## src/rtl/core/array_list_engine_core_assert.svh

```systemverilog
// ---------------------------------------------------------------------------
// array list engine assertion macros
// concurrent checks clocked on clk, with and without the reset guard
// ---------------------------------------------------------------------------
`ifndef ARRAY_LIST_ENGINE_CORE_ASSERT_SVH
`define ARRAY_LIST_ENGINE_CORE_ASSERT_SVH

// check that holds outside reset
`define ALE_ASSERT(label, prop) \
  label: assert property (@(posedge clk) disable iff (rst) prop) \
    else $error("array list engine check failed");

// check that holds at every edge, reset included
`define ALE_ASSERT_ALWAYS(label, prop) \
  label: assert property (@(posedge clk) prop) \
    else $error("array list engine check failed");

`endif

```

## src/rtl/core/ale_pkg.sv

```systemverilog
// ---------------------------------------------------------------------------
// ale_pkg
// shared types and constants of the array list engine
// ---------------------------------------------------------------------------
`timescale 1ns / 1ps

package ale_pkg;

  localparam int DEPTH_DEF     = 16;
  localparam int WORD_BITS_DEF = 32;

  localparam int CMD_W    = 3;
  localparam int POS_W    = 5;
  localparam int DATA_W   = 32;
  localparam int STATUS_W = 2;
  localparam int FOUND_W  = 4;
  localparam int COUNT_W  = 5;

  typedef enum logic [CMD_W-1:0] {
    CMD_INSERT    = 3'd0,
    CMD_APPEND    = 3'd1,
    CMD_SET       = 3'd2,
    CMD_GET       = 3'd3,
    CMD_REMOVE    = 3'd4,
    CMD_FIND      = 3'd5,
    CMD_REMOVE_EQ = 3'd6,
    CMD_CLEAR     = 3'd7
  } ale_cmd_t;

  typedef enum logic [STATUS_W-1:0] {
    ST_OK        = 2'd0,
    ST_RANGE     = 2'd1,
    ST_FULL      = 2'd2,
    ST_NOT_FOUND = 2'd3
  } ale_status_t;

  // controller to datapath
  typedef struct packed {
    logic load;
    logic check;
    logic step;
    logic commit;
  } ale_ctrl_t;

  // datapath to controller
  typedef struct packed {
    logic walk_needed;
    logic walk_last;
    logic out_free;
  } ale_stat_t;

endpackage

```

## src/rtl/core/ale_cmd_if.sv

```systemverilog
// ---------------------------------------------------------------------------
// ale_cmd_if
// command channel: valid/ready with command, position and data word
// ---------------------------------------------------------------------------
`timescale 1ns / 1ps

interface ale_cmd_if
  import ale_pkg::*;
();
  logic              valid;
  logic              ready;
  logic [CMD_W-1:0]  cmd;
  logic [POS_W-1:0]  position;
  logic [DATA_W-1:0] data_word;

  modport source (output valid, cmd, position, data_word, input ready);
  modport sink   (input valid, cmd, position, data_word, output ready);
endinterface

```

## src/rtl/core/ale_rsp_if.sv

```systemverilog
// ---------------------------------------------------------------------------
// ale_rsp_if
// result channel: valid/ready with status, read word, position and length
// ---------------------------------------------------------------------------
`timescale 1ns / 1ps

interface ale_rsp_if
  import ale_pkg::*;
();
  logic                valid;
  logic                ready;
  logic [STATUS_W-1:0] status;
  logic [DATA_W-1:0]   read_word;
  logic [FOUND_W-1:0]  found_position;
  logic [COUNT_W-1:0]  count_after;

  modport source (output valid, status, read_word, found_position, count_after, input ready);
  modport sink   (input valid, status, read_word, found_position, count_after, output ready);
endinterface

```

## src/rtl/core/array_list_engine_core.sv

```systemverilog
// ---------------------------------------------------------------------------
// array_list_engine_core
// ordered list of up to DEPTH words with insert, remove, search and compaction
// ---------------------------------------------------------------------------
// usage:
//   req carries one command item (cmd, position, data_word); rsp returns one
//   result item per command (status, read_word, found_position, count_after).
//   one command is in flight at a time; req.ready is high while the sequencer
//   is idle, including while an earlier result still waits in the rsp register.
// sequence: after the accepting edge a command passes the check state; get,
//   insert, remove, find and remove-all then walk their N entries (N from 1
//   up to DEPTH), one per cycle through the single read port of the entry
//   store, and drain the read pipe; set, clear, refused commands and commands
//   with nothing to walk go from the check straight to the finish state,
//   where the result is committed into the rsp register
// reset: synchronous, clears the entry count and the result valid flag; stored
//   words are not cleared, only entries below the count are ever read
// stall: a held rsp keeps its result; the next command may run through its
//   walk and then waits in the finish state until the rsp register is free
// ---------------------------------------------------------------------------
`timescale 1ns / 1ps
`include "array_list_engine_core_assert.svh"

module array_list_engine_core
  import ale_pkg::*;
#(
  parameter int DEPTH     = DEPTH_DEF,
  parameter int WORD_BITS = WORD_BITS_DEF
) (
  input logic       clk,
  input logic       rst,
  ale_cmd_if.sink   req,
  ale_rsp_if.source rsp
);

  ale_ctrl_t ctrl;
  ale_stat_t stat;

  ale_ctrl u_ctrl (
    .clk       (clk),
    .rst       (rst),
    .req_valid (req.valid),
    .req_ready (req.ready),
    .stat      (stat),
    .ctrl      (ctrl)
  );

  ale_datapath #(
    .DEPTH     (DEPTH),
    .WORD_BITS (WORD_BITS)
  ) u_datapath (
    .clk       (clk),
    .rst       (rst),
    .ctrl      (ctrl),
    .stat      (stat),
    .cmd       (req.cmd),
    .position  (req.position),
    .data_word (req.data_word),
    .rsp       (rsp)
  );

  `ALE_ASSERT(a_one_in_flight, (req.valid && req.ready) |=> !req.ready)
  `ALE_ASSERT(a_commit_shows, ctrl.commit |=> rsp.valid)
  `ALE_ASSERT(a_walk_stops, (ctrl.step && stat.walk_last) |=> !ctrl.step)

endmodule

```

## src/rtl/core/ale_ctrl.sv

```systemverilog
// ---------------------------------------------------------------------------
// ale_ctrl
// sequencer: accept, range check, entry walk, drain, commit
// ---------------------------------------------------------------------------
`timescale 1ns / 1ps

module ale_ctrl
  import ale_pkg::*;
(
  input  logic      clk,
  input  logic      rst,
  input  logic      req_valid,
  output logic      req_ready,
  input  ale_stat_t stat,
  output ale_ctrl_t ctrl
);

  typedef enum logic [4:0] {
    S_IDLE   = 5'b00001,
    S_CHECK  = 5'b00010,
    S_WALK   = 5'b00100,
    S_DRAIN  = 5'b01000,
    S_FINISH = 5'b10000
  } state_t;

  state_t state;
  state_t state_next;

  assign req_ready   = (state == S_IDLE);
  assign ctrl.load   = req_ready && req_valid;
  assign ctrl.check  = (state == S_CHECK);
  assign ctrl.step   = (state == S_WALK);
  assign ctrl.commit = (state == S_FINISH) && stat.out_free;

  always_comb begin
    state_next = state;
    unique case (state)
      S_IDLE: begin
        if (req_valid) state_next = S_CHECK;
      end
      S_CHECK: begin
        state_next = stat.walk_needed ? S_WALK : S_FINISH;
      end
      S_WALK: begin
        if (stat.walk_last) state_next = S_DRAIN;
      end
      S_DRAIN: begin
        // last read data lands here
        state_next = S_FINISH;
      end
      S_FINISH: begin
        if (stat.out_free) state_next = S_IDLE;
      end
      default: begin
        state_next = S_IDLE;
      end
    endcase
  end

  always_ff @(posedge clk) begin
    if (rst) begin
      state <= S_IDLE;
    end else begin
      state <= state_next;
    end
  end

endmodule

```

## src/rtl/core/ale_datapath.sv

```systemverilog
// ---------------------------------------------------------------------------
// ale_datapath
// entry store, count, walk pointer, read pipe and result register
// ---------------------------------------------------------------------------
`timescale 1ns / 1ps

module ale_datapath
  import ale_pkg::*;
#(
  parameter int DEPTH     = DEPTH_DEF,
  parameter int WORD_BITS = WORD_BITS_DEF
) (
  input  logic              clk,
  input  logic              rst,
  input  ale_ctrl_t         ctrl,
  output ale_stat_t         stat,
  input  logic [CMD_W-1:0]  cmd,
  input  logic [POS_W-1:0]  position,
  input  logic [DATA_W-1:0] data_word,
  ale_rsp_if.source         rsp
);

  localparam int CNT_W  = $clog2(DEPTH + 1);
  localparam int ADDR_W = $clog2(DEPTH);
  localparam int CMP_W  = (CNT_W > POS_W) ? CNT_W : POS_W;

  // item and walk state
  ale_cmd_t             cmd_r;
  logic [POS_W-1:0]     pos_r;
  logic [WORD_BITS-1:0] word_r;
  logic [CNT_W-1:0]     count;
  logic [ADDR_W-1:0]    idx;
  logic [ADDR_W-1:0]    last_idx;
  logic                 dir_up;
  logic [ADDR_W-1:0]    ins_addr;
  ale_status_t          status_r;
  logic [WORD_BITS-1:0] read_r;
  logic [ADDR_W-1:0]    found_r;
  logic                 found_flag;
  logic [CNT_W-1:0]     kept;

  // store and read pipe
  logic [WORD_BITS-1:0] mem [DEPTH];
  logic [WORD_BITS-1:0] rdata;
  logic                 pipe_vld;
  logic [ADDR_W-1:0]    pipe_idx;

  // result register
  logic                rsp_valid;
  logic [STATUS_W-1:0] rsp_status;
  logic [DATA_W-1:0]   rsp_word;
  logic [FOUND_W-1:0]  rsp_found;
  logic [COUNT_W-1:0]  rsp_count;

  logic [63:0]          word_ext;
  logic [WORD_BITS-1:0] word_in;
  logic [CMP_W-1:0]     pos_e;
  logic [CMP_W-1:0]     cnt_e;
  logic [CMP_W-1:0]     ins_p;
  logic [CNT_W-1:0]     cnt_dec;
  logic [ADDR_W-1:0]    pos_a;
  logic                 full;

  ale_status_t       chk_status;
  logic              walk_needed;
  logic [ADDR_W-1:0] first_c;
  logic [ADDR_W-1:0] last_c;
  logic              dir_up_c;

  logic                 we;
  logic [ADDR_W-1:0]    waddr;
  logic [WORD_BITS-1:0] wdata;
  logic [CNT_W-1:0]     count_next;

  logic [63:0] read_ext;
  logic [15:0] found_ext;
  logic [15:0] count_ext;

  assign word_ext = 64'(data_word);
  assign word_in  = word_ext[WORD_BITS-1:0];

  assign pos_e   = CMP_W'(pos_r);
  assign cnt_e   = CMP_W'(count);
  assign pos_a   = pos_e[ADDR_W-1:0];
  assign cnt_dec = count - CNT_W'(1);
  assign full    = (count == CNT_W'(DEPTH));
  assign ins_p   = (cmd_r == CMD_APPEND) ? cnt_e : pos_e;

  // range and capacity checks, walk bounds
  always_comb begin
    chk_status  = ST_OK;
    walk_needed = 1'b0;
    first_c     = '0;
    last_c      = cnt_dec[ADDR_W-1:0];
    dir_up_c    = 1'b1;
    unique case (cmd_r) inside
      CMD_INSERT, CMD_APPEND: begin
        if (ins_p > cnt_e) begin
          chk_status = ST_RANGE;
        end else if (full) begin
          chk_status = ST_FULL;
        end else if (ins_p < cnt_e) begin
          // shift up from the top entry down to the insert point
          walk_needed = 1'b1;
          first_c     = cnt_dec[ADDR_W-1:0];
          last_c      = ins_p[ADDR_W-1:0];
          dir_up_c    = 1'b0;
        end
      end
      CMD_SET: begin
        if (pos_e >= cnt_e) chk_status = ST_RANGE;
      end
      CMD_GET: begin
        if (pos_e >= cnt_e) begin
          chk_status = ST_RANGE;
        end else begin
          walk_needed = 1'b1;
          first_c     = pos_a;
          last_c      = pos_a;
        end
      end
      CMD_REMOVE: begin
        if (pos_e >= cnt_e) begin
          chk_status = ST_RANGE;
        end else begin
          walk_needed = 1'b1;
          first_c     = pos_a;
        end
      end
      CMD_FIND: begin
        chk_status  = ST_NOT_FOUND;
        walk_needed = (count != '0);
      end
      CMD_REMOVE_EQ: begin
        walk_needed = (count != '0);
      end
      CMD_CLEAR: begin
        walk_needed = 1'b0;
      end
      default: begin
        walk_needed = 1'b0;
      end
    endcase
  end

  assign stat.walk_needed = walk_needed;
  assign stat.walk_last   = (idx == last_idx);
  assign stat.out_free    = !rsp_valid || rsp.ready;

  // store write port: data moved during the walk, or the final write
  always_comb begin
    we    = 1'b0;
    waddr = pipe_idx;
    wdata = rdata;
    if (pipe_vld) begin
      unique case (cmd_r) inside
        CMD_INSERT, CMD_APPEND: begin
          we    = 1'b1;
          waddr = pipe_idx + ADDR_W'(1);
        end
        CMD_REMOVE: begin
          we    = (pipe_idx != pos_a);
          waddr = pipe_idx - ADDR_W'(1);
        end
        CMD_REMOVE_EQ: begin
          we    = (rdata != word_r);
          waddr = kept[ADDR_W-1:0];
        end
        default: begin
          we = 1'b0;
        end
      endcase
    end else if (ctrl.commit && status_r == ST_OK) begin
      unique case (cmd_r) inside
        CMD_INSERT, CMD_APPEND: begin
          we    = 1'b1;
          waddr = ins_addr;
          wdata = word_r;
        end
        CMD_SET: begin
          we    = 1'b1;
          waddr = pos_a;
          wdata = word_r;
        end
        default: begin
          we = 1'b0;
        end
      endcase
    end
  end

  always_comb begin
    count_next = count;
    unique case (cmd_r) inside
      CMD_INSERT, CMD_APPEND: begin
        if (status_r == ST_OK) count_next = count + CNT_W'(1);
      end
      CMD_REMOVE: begin
        if (status_r == ST_OK) count_next = cnt_dec;
      end
      CMD_REMOVE_EQ: begin
        count_next = kept;
      end
      CMD_CLEAR: begin
        count_next = '0;
      end
      default: begin
        count_next = count;
      end
    endcase
  end

  always_ff @(posedge clk) begin
    if (we) mem[waddr] <= wdata;
    if (ctrl.step) rdata <= mem[idx];
  end

  always_ff @(posedge clk) begin
    if (rst) begin
      pipe_vld <= 1'b0;
    end else begin
      pipe_vld <= ctrl.step;
    end
    pipe_idx <= idx;
  end

  always_ff @(posedge clk) begin
    if (ctrl.load) begin
      cmd_r      <= ale_cmd_t'(cmd);
      pos_r      <= position;
      word_r     <= word_in;
      read_r     <= '0;
      found_r    <= '0;
      found_flag <= 1'b0;
    end
    if (ctrl.check) begin
      status_r <= chk_status;
      idx      <= first_c;
      last_idx <= last_c;
      dir_up   <= dir_up_c;
      ins_addr <= ins_p[ADDR_W-1:0];
      kept     <= '0;
    end
    if (ctrl.step) begin
      idx <= dir_up ? idx + ADDR_W'(1) : idx - ADDR_W'(1);
    end
    if (pipe_vld) begin
      unique case (cmd_r) inside
        CMD_GET: begin
          read_r <= rdata;
        end
        CMD_REMOVE: begin
          if (pipe_idx == pos_a) read_r <= rdata;
        end
        CMD_FIND: begin
          // keep only the first match
          if (rdata == word_r && !found_flag) begin
            found_flag <= 1'b1;
            found_r    <= pipe_idx;
            status_r   <= ST_OK;
          end
        end
        CMD_REMOVE_EQ: begin
          if (rdata != word_r) kept <= kept + CNT_W'(1);
        end
        default: begin
          kept <= kept;
        end
      endcase
    end
  end

  always_ff @(posedge clk) begin
    if (rst) begin
      count <= '0;
    end else if (ctrl.commit) begin
      count <= count_next;
    end
  end

  assign read_ext  = 64'(read_r);
  assign found_ext = 16'(found_r);
  assign count_ext = 16'(count_next);

  always_ff @(posedge clk) begin
    if (rst) begin
      rsp_valid <= 1'b0;
    end else if (ctrl.commit) begin
      rsp_valid <= 1'b1;
    end else if (rsp.ready) begin
      rsp_valid <= 1'b0;
    end
    if (ctrl.commit) begin
      rsp_status <= status_r;
      rsp_word   <= read_ext[DATA_W-1:0];
      rsp_found  <= found_ext[FOUND_W-1:0];
      rsp_count  <= count_ext[COUNT_W-1:0];
    end
  end

  assign rsp.valid          = rsp_valid;
  assign rsp.status         = rsp_status;
  assign rsp.read_word      = rsp_word;
  assign rsp.found_position = rsp_found;
  assign rsp.count_after    = rsp_count;

endmodule
```

## src/flat_wrapper.sv

```systemverilog
// flat-port wrapper written by rule: the top's interface ports become plain ports
module array_list_engine_core_flat import ale_pkg::*;
#(
  parameter int DEPTH     = DEPTH_DEF,
  parameter int WORD_BITS = WORD_BITS_DEF
)
  (clk, rst, req_valid, req_cmd, req_position, req_data_word, req_ready, rsp_valid, rsp_status, rsp_read_word, rsp_found_position, rsp_count_after, rsp_ready);
  ale_cmd_if req_i ();
  ale_rsp_if rsp_i ();
  input logic clk;
  input logic rst;
  input wire logic [$bits(req_i.valid)-1:0] req_valid;
  input wire logic [$bits(req_i.cmd)-1:0] req_cmd;
  input wire logic [$bits(req_i.position)-1:0] req_position;
  input wire logic [$bits(req_i.data_word)-1:0] req_data_word;
  output wire logic [$bits(req_i.ready)-1:0] req_ready;
  output wire logic [$bits(rsp_i.valid)-1:0] rsp_valid;
  output wire logic [$bits(rsp_i.status)-1:0] rsp_status;
  output wire logic [$bits(rsp_i.read_word)-1:0] rsp_read_word;
  output wire logic [$bits(rsp_i.found_position)-1:0] rsp_found_position;
  output wire logic [$bits(rsp_i.count_after)-1:0] rsp_count_after;
  input wire logic [$bits(rsp_i.ready)-1:0] rsp_ready;
  assign req_i.valid = req_valid;
  assign req_i.cmd = req_cmd;
  assign req_i.position = req_position;
  assign req_i.data_word = req_data_word;
  assign req_ready = req_i.ready;
  assign rsp_valid = rsp_i.valid;
  assign rsp_status = rsp_i.status;
  assign rsp_read_word = rsp_i.read_word;
  assign rsp_found_position = rsp_i.found_position;
  assign rsp_count_after = rsp_i.count_after;
  assign rsp_i.ready = rsp_ready;
  array_list_engine_core #(.DEPTH(DEPTH), .WORD_BITS(WORD_BITS)) u_core (.clk(clk), .rst(rst), .req(req_i), .rsp(rsp_i));
endmodule
```

## config.mk

```make
export PLATFORM = sky130hd
export DESIGN_NAME = array_list_engine_core_flat
export DESIGN_NICKNAME = d
export VERILOG_FILES = /design/src/rtl/core/ale_pkg.sv /design/src/rtl/core/ale_cmd_if.sv /design/src/rtl/core/ale_rsp_if.sv /design/src/rtl/core/array_list_engine_core.sv /design/src/rtl/core/ale_ctrl.sv /design/src/rtl/core/ale_datapath.sv /design/src/flat_wrapper.sv
export VERILOG_INCLUDE_DIRS = /design/src /design/src/rtl/core
export SDC_FILE = /design/constraint.sdc
export NUM_CORES = 1
export LEC_CHECK = 0
export BUFFER_PORTS_ARGS = -buffer_cell sky130_fd_sc_hd__buf_2
export CAP_MARGIN = 20
export CORE_MARGIN = 10
export CORE_UTILIZATION = 48
export CTS_BUF_LIST = sky130_fd_sc_hd__clkbuf_8
export DETAILED_ROUTE_END_ITERATION = 6
export GPL_ROUTABILITY_DRIVEN = 0
export GPL_TIMING_DRIVEN = 0
export HOLD_SLACK_MARGIN = 0.15
export PLACE_DENSITY = 0.62
export SETUP_SLACK_MARGIN = 0.4
export SLEW_MARGIN = 20
export SYNTH_ARGS = -nofsm -noshare
export SYNTH_HDL_FRONTEND = slang
export SYNTH_SLANG_ARGS = --single-unit
```

## constraint.sdc

```tcl
create_clock -name clk -period 20.9 [get_ports clk]
set_input_delay 6.27 -clock clk [delete_from_list [all_inputs] [get_ports clk]]
set_output_delay 6.27 -clock clk [all_outputs]
set_load 0.01 [all_outputs]
```

==> results of run 1 <==
-- cells in the final DEF, fill, tap and decap left out, types with 5 or more instances in the layout --
master      n
nand2_1   105
a21oi_1    19
xnor2_1    10
nor2_1     40
buf_6      10
and2_1      5
o31ai_1     5
buf_1      10
clkinv_2   19
buf_2     130
a21o_1      6
edfxtp_1  645
mux4_2    160
buf_4      22
o21ai_0    24
buf_16      5
dfxtp_1    55
ha_1       18
clkbuf_1   34
mux2i_1    13
a221oi_1    5
clkinv_1   22
buf_8      11
nor3_1      7
xor2_1     40
buf_12      8
clkbuf_2    6
a211oi_1    5
clkbuf_8  125
o211ai_1    5
nand2b_1    5
mux2_2     38
nor2b_1     6
nor4_1     11
nand3_1    45
inv_1      66
-- critical path, cell delays in order --
cell	delay (ns)
buf_2	0.09
nand2b_1	0.26
nand3_4	0.21
clkinv_2	0.40
buf_12	0.35
nand3_4	0.19
mux2i_4	0.54
o211ai_1	0.44
nor3_2	0.65
buf_4	0.32
buf_4	0.22
-- power by group through the flow --
stage	combinational, mW	sequential [mW]	clock [mW]
4_1_cts	0.107	1.54	1.16
3_5_place_dp	0.106	1.57	0
6_report	0.106	1.54	1.13
5_1_grt	0.115	1.54	1.22
2_1_floorplan	0.0696	1.56	0
3_3_place_gp	0.103	1.57	0
-- metal layers --
metal / global-route usage / up-vias / part of all wire
li1: - / 6486 / -
met1: 0.2827 / 7853 / 0.42
met2: 0.3318 / 621 / 0.48
met3: 0.04938 / 102 / 0.081
met4: 0.06233 / 0 / 0.020
met5: 0 / - / 0
-- final cells by class --
type                            instances  area (um2)
Fill cell                            4448       25180
Sequential cell                       700       20470
Multi-Input combinational cell        656        7082
Clock buffer                          125        1720
Timing Repair Buffer                  166        1279
Tap cell                              765       957.2
Clock inverter                         89       470.5
Buffer                                 70       307.8
Inverter                               30       117.6
-- how the worst max path moves through the flow --
| stage | startpoint | to | slack, ns | depth (start not counted) |
|---|---|---|---|---|
| floorplan | rsp_ready | u_core.u_datapath.mem[10][0]$_DFFE_PP_ | 9.29 | 7 |
| global placement | rsp_ready | u_core.u_datapath.mem[11][15]$_DFFE_PP_ | 3.57 | 7 |
| detailed placement | rsp_ready | u_core.u_datapath.mem[0][14]$_DFFE_PP_ | 10.09 | 10 |
| CTS | rsp_ready | u_core.u_datapath.mem[0][11]$_DFFE_PP_ | 10.81 | 10 |
| global route | rsp_ready | u_core.u_datapath.mem[0][11]$_DFFE_PP_ | 11.06 | 11 |
| finish | rsp_ready | u_core.u_datapath.mem[0][17]$_DFFE_PP_ | 11.31 | 11 |
-- cells in the mapped netlist (5+ instances only) --
master / instances
xnor2_1: 10
edfxtp_1: 645
nor2b_1: 6
and2_1: 5
nor2_1: 44
clkbuf_1: 40
nand3_1: 45
mux4_2: 160
ha_1: 18
a211oi_1: 5
mux2_2: 38
mux2i_1: 13
a21oi_1: 19
dfxtp_1: 55
inv_1: 27
xor2_1: 40
o31ai_1: 5
a21o_1: 6
buf_2: 18
nor3_1: 11
nand2b_1: 5
o21ai_0: 24
buf_1: 10
nand2_1: 105
o211ai_1: 5
nor4_1: 13
a221oi_1: 5
-- through the flow --
step | instances | setup slack [ns] | utilization | instance area [um2] | hold slack, ns
after floorplan | 1456 | 9.295 | - | 27870 | 0.3462
after global placement | 2309 | 3.575 | 0.5082 | 29260 | 0.3552
after detailed placement | 2386 | 10.09 | 0.5242 | 30190 | 0.3582
after CTS | 2600 | 10.81 | 0.5623 | 32380 | 0.3717
after global routing | 2601 | 11.06 | 0.5627 | 32400 | 0.3865
final | 2601 | 11.31 | 0.5627 | 32400 | 0.3696
-- flip-flops by register name (all words and copies together), names as in the netlist, 3 cells and up --
name                                  count
u_core.u_ctrl.state                       5
u_core.u_datapath.cmd_r                   3
u_core.u_datapath.cnt_e                   5
u_core.u_datapath.found_r                 4
u_core.u_datapath.idx                     4
u_core.u_datapath.ins_addr                4
u_core.u_datapath.kept                    5
u_core.u_datapath.last_idx                4
u_core.u_datapath.mem                   512
u_core.u_datapath.pipe_idx                4
u_core.u_datapath.pos_e                   5
u_core.u_datapath.rdata                  32
u_core.u_datapath.read_r                 32
u_core.u_datapath.rsp.count_after         5
u_core.u_datapath.rsp.found_position      4
u_core.u_datapath.rsp.read_word          32
u_core.u_datapath.word_r                 32
-- kinds of logic (layout without fill, tap and decap cells) --
kind of cell	count (synthesis)	after routing	synth area share
buffers and inverters	100	480	0.01486
XOR/XNOR	50	50	0.01572
flip-flops	700	700	0.7346
AO/OA/AOI/OAI	113	113	0.02887
adder cells (fa/ha/maj)	20	20	0.009519
AND/OR/NAND/NOR	261	261	0.04629
multiplexers	212	212	0.1502
==> impl_metrics.csv, run 1 <==
group,metric,value,unit
clock_tree,cts_root_buffer,"clkbuf_8",
finish,num_antenna_cells,0,
synthesis,synth_area,27870,um2
timing,rsz0062_at_grt,"false",
timing,setup-tns-final,0,ns
route,num_vias,15062,
power_and_ir_drop,p_per_area,85.79,nW/um2
route,drt_pass1_iterations,5,
clock_tree,postCtsHoldBufs,0,
clock_tree,cts_max_level,3,
hold_path,hold_class,"reg -> reg",
power_and_ir_drop,p_leak,11.14,nW
power_and_ir_drop,power,2.780,mW
synthesis,synth-edff-count,645,
synthesis,synth_area_leaders,"edfxtp_1, mux4_2, dfxtp_1",
global_routing,grt_pass1_wl,102900,um
global_routing,grt_max_degree,48,
die,start_util,0.4839,
die,die_x,260.9,um
clock_tree,cts_buffer_depth,3,
clock_tree,worstSkewPairLatency,0.72,ns
route,wl,70090,um
clock_tree,clk_pin_slew,0.06,ns
power_and_ir_drop,swShare,0.2244,
setup_path,startpoint_type,"input port",
hold_path,holdPathStages,0,
clock_tree,cts.repair.resized,0,
synthesis,synth_top_area_share,0.6951,
synthesis,avgSynthCellArea,19.14,um2
finish,area_delta_synth_final,16.29,%
die,core_region_area,57590,um2
die,dieArea,68090,um2
timing,max_freq,104.2,MHz
clock_tree,post_cts_buffers,0,
clock_tree,cts.sinks,700,
timing,maxSlewViolCount,0,
timing,slew_headroom,0.3030,
placed_design,post-dp-hpwl,47190,um
run,maxCapViolCount,0,
setup_path,required,21.30,ns
route,drtIter0Drc,1646,
synthesis,syn_inst,1456,
route,ant_nets,0,
synthesis,ys_seq_elements,700,
route,via_per_inst,5.791,
timing,hold_viol_final,0,
hold_path,hold_path_end,"u_core.u_datapath.pipe_idx[3]$_DFF_P_",
setup_path,critPathKind,"in -> reg",
finish,nets,1800,
synthesis,synth_cell_types,75,
timing,finClkSkew,0.03320,ns
setup_path,crit_path_max_fanout,28,
timing,worstMarginPinSlew,1.046,ns
timing,period_minus_slack,9.594,ns
setup_path,r2r_slack,16.45,ns
setup_path,critPathCaptureType,"flop",
die,fp.dieH,260.9,um
die,io_pins,89,
power_and_ir_drop,internal_power,2.156,mW
synthesis,syn-num-nets,1520,
synthesis,yosys.area.top_type,"edfxtp_1",
global_routing,track_usage,0.2082,
power_and_ir_drop,vdd_drop_max,0.04793,mV
placed_design,io_buffers,88,
timing,setup_viol,0,
run_status,status,"finished clean",
synthesis,synth-main-ff-cell,"edfxtp_1",
synthesis,async_flop_share,0,
power_and_ir_drop,pwr-share-clk,0.408,
global_routing,antenna_found_initial,0,
global_routing,grt_overflow,0,
synthesis,yosysWarnings,0,
route,drc,0,
clock_tree,tritoncts.num_buffers,112,
setup_path,reg2reg_to,"u_core.u_datapath.mem[3][18]$_DFFE_PP_",
hold_path,hold_start,"u_core.u_datapath.idx[3]$_DFFE_PP_",
power_and_ir_drop,comb_power_share,0.038,
synthesis,synth-seq-area-share,0.7346,
power_and_ir_drop,switching_power,0.6239,mW
clock_tree,cts_tree,"done",
finish,drive_gt1_frac,0.3115,
global_routing,grt_pass1_vias,15256,
timing,finalCritPeriodShare,0.4590,
setup_path,arrival,9.99,ns
die,num_rows,88,
power_and_ir_drop,pwr-share-seq,0.554,
route,wl_per_cell,26.95,um
setup_path,r2r_start,"u_core.u_datapath.cmd_r[2]$_DFFE_PP_",
setup_path,r2r_cells,15,
(Power assumes the default switching activity.)
==> run 2: changes to the inputs <==
--- a/config.mk
+++ b/config.mk
@@ -15,7 +15,7 @@
 export GPL_ROUTABILITY_DRIVEN = 0
 export GPL_TIMING_DRIVEN = 0
 export HOLD_SLACK_MARGIN = 0.15
-export PLACE_DENSITY = 0.62
+export PLACE_DENSITY = 0.65
 export SETUP_SLACK_MARGIN = 0.4
 export SLEW_MARGIN = 20
 export SYNTH_ARGS = -nofsm -noshare
==> constraint.sdc (replaced) <==
create_clock -name clk -period 8.5 [get_ports clk]
set_input_delay 2.55 -clock clk [delete_from_list [all_inputs] [get_ports clk]]
set_output_delay 2.55 -clock clk [all_outputs]
set_load 0.01 [all_outputs]
==> impl_metrics.csv, run 2 (synthesized netlist as in run 1, its figures left out) <==
group,metric,value,unit
die,die_x,260.9,um
hold_path,hold_path_end,"u_core.u_datapath.pipe_idx[3]$_DFF_P_",
timing,rsz0062_at_grt,"false",
power_and_ir_drop,p_leak,11.14,nW
die,core_region_area,57590,um2
timing,maxSlewViolCount,0,
die,start_util,0.4839,
run,maxCapViolCount,0,
timing,worst_slack,2.583,ns
hold_path,hold_class,"reg -> reg",
setup_path,r2r_cells,11,
timing,slew_headroom,0.2770,
placed_design,place_area,30130,um2
route,ant_nets,0,
finish,area_delta_synth_final,16.08,%
clock_tree,cts_buffer_depth,3,
global_routing,grt_pass1_wl,100600,um
route,drc,0,
clock_tree,cts_tree,"done",
timing,setup_viol,0,
timing,finClkSkew,0.03949,ns
clock_tree,cts_max_level,3,
global_routing,grt_overflow,0,
power_and_ir_drop,pwr-share-clk,0.411,
setup_path,slowest_delay,0.63,ns
placed_design,preCtsSetupSlack,1.322,ns
power_and_ir_drop,p_per_area,212.5,nW/um2
setup_path,crit_start,"rsp_ready",
clock_tree,postCtsHoldBufs,0,
finish,regArea,20470,um2
clock_tree,cts.repair.resized,0,
finish,multiInputGateArea,7082,um2
timing,hold_viol_final,0,
setup_path,critPathKind,"in -> reg",
setup_path,reg2reg_to,"u_core.u_datapath.mem[1][18]$_DFFE_PP_",
hold_path,hold_start,"u_core.u_datapath.idx[3]$_DFFE_PP_",
timing,max_freq,169.0,MHz
power_and_ir_drop,comb_power_share,0.038,
hold_path,holdPathStages,0,
setup_path,arrival,6.33,ns
timing,finalCritPeriodShare,0.6962,
finish,final_cell_area,32350,um2
timing,worstMarginPinSlew,1.084,ns
finish,nets,1794,
clock_tree,post_cts_buffers,0,
power_and_ir_drop,vdd_drop_max,0.1271,mV
finish,drive_gt1_frac,0.3079,
clock_tree,clk_pin_slew,0.06,ns
setup_path,path_cells,"buf_2, nand2b_1, nand3_4, inv_4, nand3_4, mux2i_4, o211ai_1, nor3_2, buf_4, buf_6, buf_4",
finish,mostFrequentLayoutCells,"edfxtp_1, mux4_2, buf_2",
route,num_vias,14993,
timing,whs,0.3683,ns
placed_design,io_buffers,88,
placed_design,post-dp-hpwl,46370,um
route,via_per_inst,5.787,
global_routing,track_usage,0.2021,
setup_path,startpoint_type,"input port",
timing,period_minus_slack,5.917,ns
clock_tree,tritoncts.num_buffers,111,
die,num_rows,88,
global_routing,antenna_found_initial,1,
clock_tree,cts_root_buffer,"clkbuf_8",
finish,finalCoreUtilization,0.5617,
finish,largest_reg_flops,512,
setup_path,crit_path_max_fanout,47,
setup_path,critPathTopFamily,"simple AND/OR/NAND/NOR gates",
setup_path,critPathBufInv,5,
finish,final_common_cell,"edfxtp_1",
power_and_ir_drop,pwr-share-seq,0.551,
global_routing,grt_pass1_vias,15197,
setup_path,r2r_slack,3.94,ns
clock_tree,worstSkewPairLatency,0.72,ns
finish,nFillCells,4291,
power_and_ir_drop,swShare,0.2200,
setup_path,required,8.91,ns
route,drt_pass1_iterations,5,
power_and_ir_drop,switching_power,1.513,mW
clock_tree,cts.sinks,700,
route,drtIter0Drc,1773,
setup_path,r2r_start,"u_core.u_ctrl.state[3]$_SDFFE_PP0P_",
die,dieArea,68090,um2
route,wl_per_cell,26.34,um
timing,setup-tns-final,0,ns
finish,largest_register,"u_core.u_datapath.mem",
global_routing,grt_max_degree,48,
setup_path,crit_path_top_delay_cell,"nor3_2",
run_status,status,"finished clean",
setup_path,critPathCaptureType,"flop",
die,io_pins,89,
route,wl,68260,um
power_and_ir_drop,internal_power,5.362,mW
die,fp.dieH,260.9,um
[run 2: area by class of cell]
type | instances | share of cell area
Multi-Input combinational cell | 656 | 0.2189
Buffer | 70 | 0.009477
Timing Repair Buffer | 161 | 0.03706
Sequential cell | 700 | 0.6328
Clock buffer | 119 | 0.05063
Clock inverter | 89 | 0.01775
Antenna cell | 1 | 0.00007736
Tap cell | 765 | 0.02959
Inverter | 30 | 0.003675
[run 2: how the worst max path moves through the flow]
stage	endpoint	slack [ns]	depth (start not counted)
2_1_floorplan	u_core.u_datapath.mem[10][0]$_DFFE_PP_	0.61	7
3_3_place_gp	u_core.u_datapath.mem[11][17]$_DFFE_PP_	-4.33	7
3_5_place_dp	u_core.u_datapath.mem[1][16]$_DFFE_PP_	1.32	11
4_1_cts	u_core.u_datapath.mem[1][18]$_DFFE_PP_	2.07	11
5_1_grt	u_core.u_datapath.mem[1][18]$_DFFE_PP_	2.40	11
6_report	u_core.u_datapath.mem[1][18]$_DFFE_PP_	2.58	11
[run 2: layer usage]
layer  routed length (um)  GRT usage  up-vias
met5                    0          0        -
met4                 1326    0.05942        0
met3                 5206    0.03590      100
met2                32990     0.3232      662
met1                28730     0.2821     7768
li1                     -          -     6463
[run 2: through the flow]
step / power, mW / cells
final: 6.875 / 2591
after global routing: 7.117 / 2591
after detailed placement: 4.115 / 2382
after CTS: 6.931 / 2590
after global placement: 4.111 / 2309
after floorplan: 4.016 / 1456
[run 2: power by group through the flow]
stage          logic, mW  registers, mW  clock network, mW
2_1_floorplan      0.171           3.84                  0
3_3_place_gp       0.251           3.86                  0
4_1_cts            0.258           3.79               2.89
6_report           0.259           3.79               2.83
5_1_grt            0.278           3.79               3.05
3_5_place_dp       0.257           3.86                  0
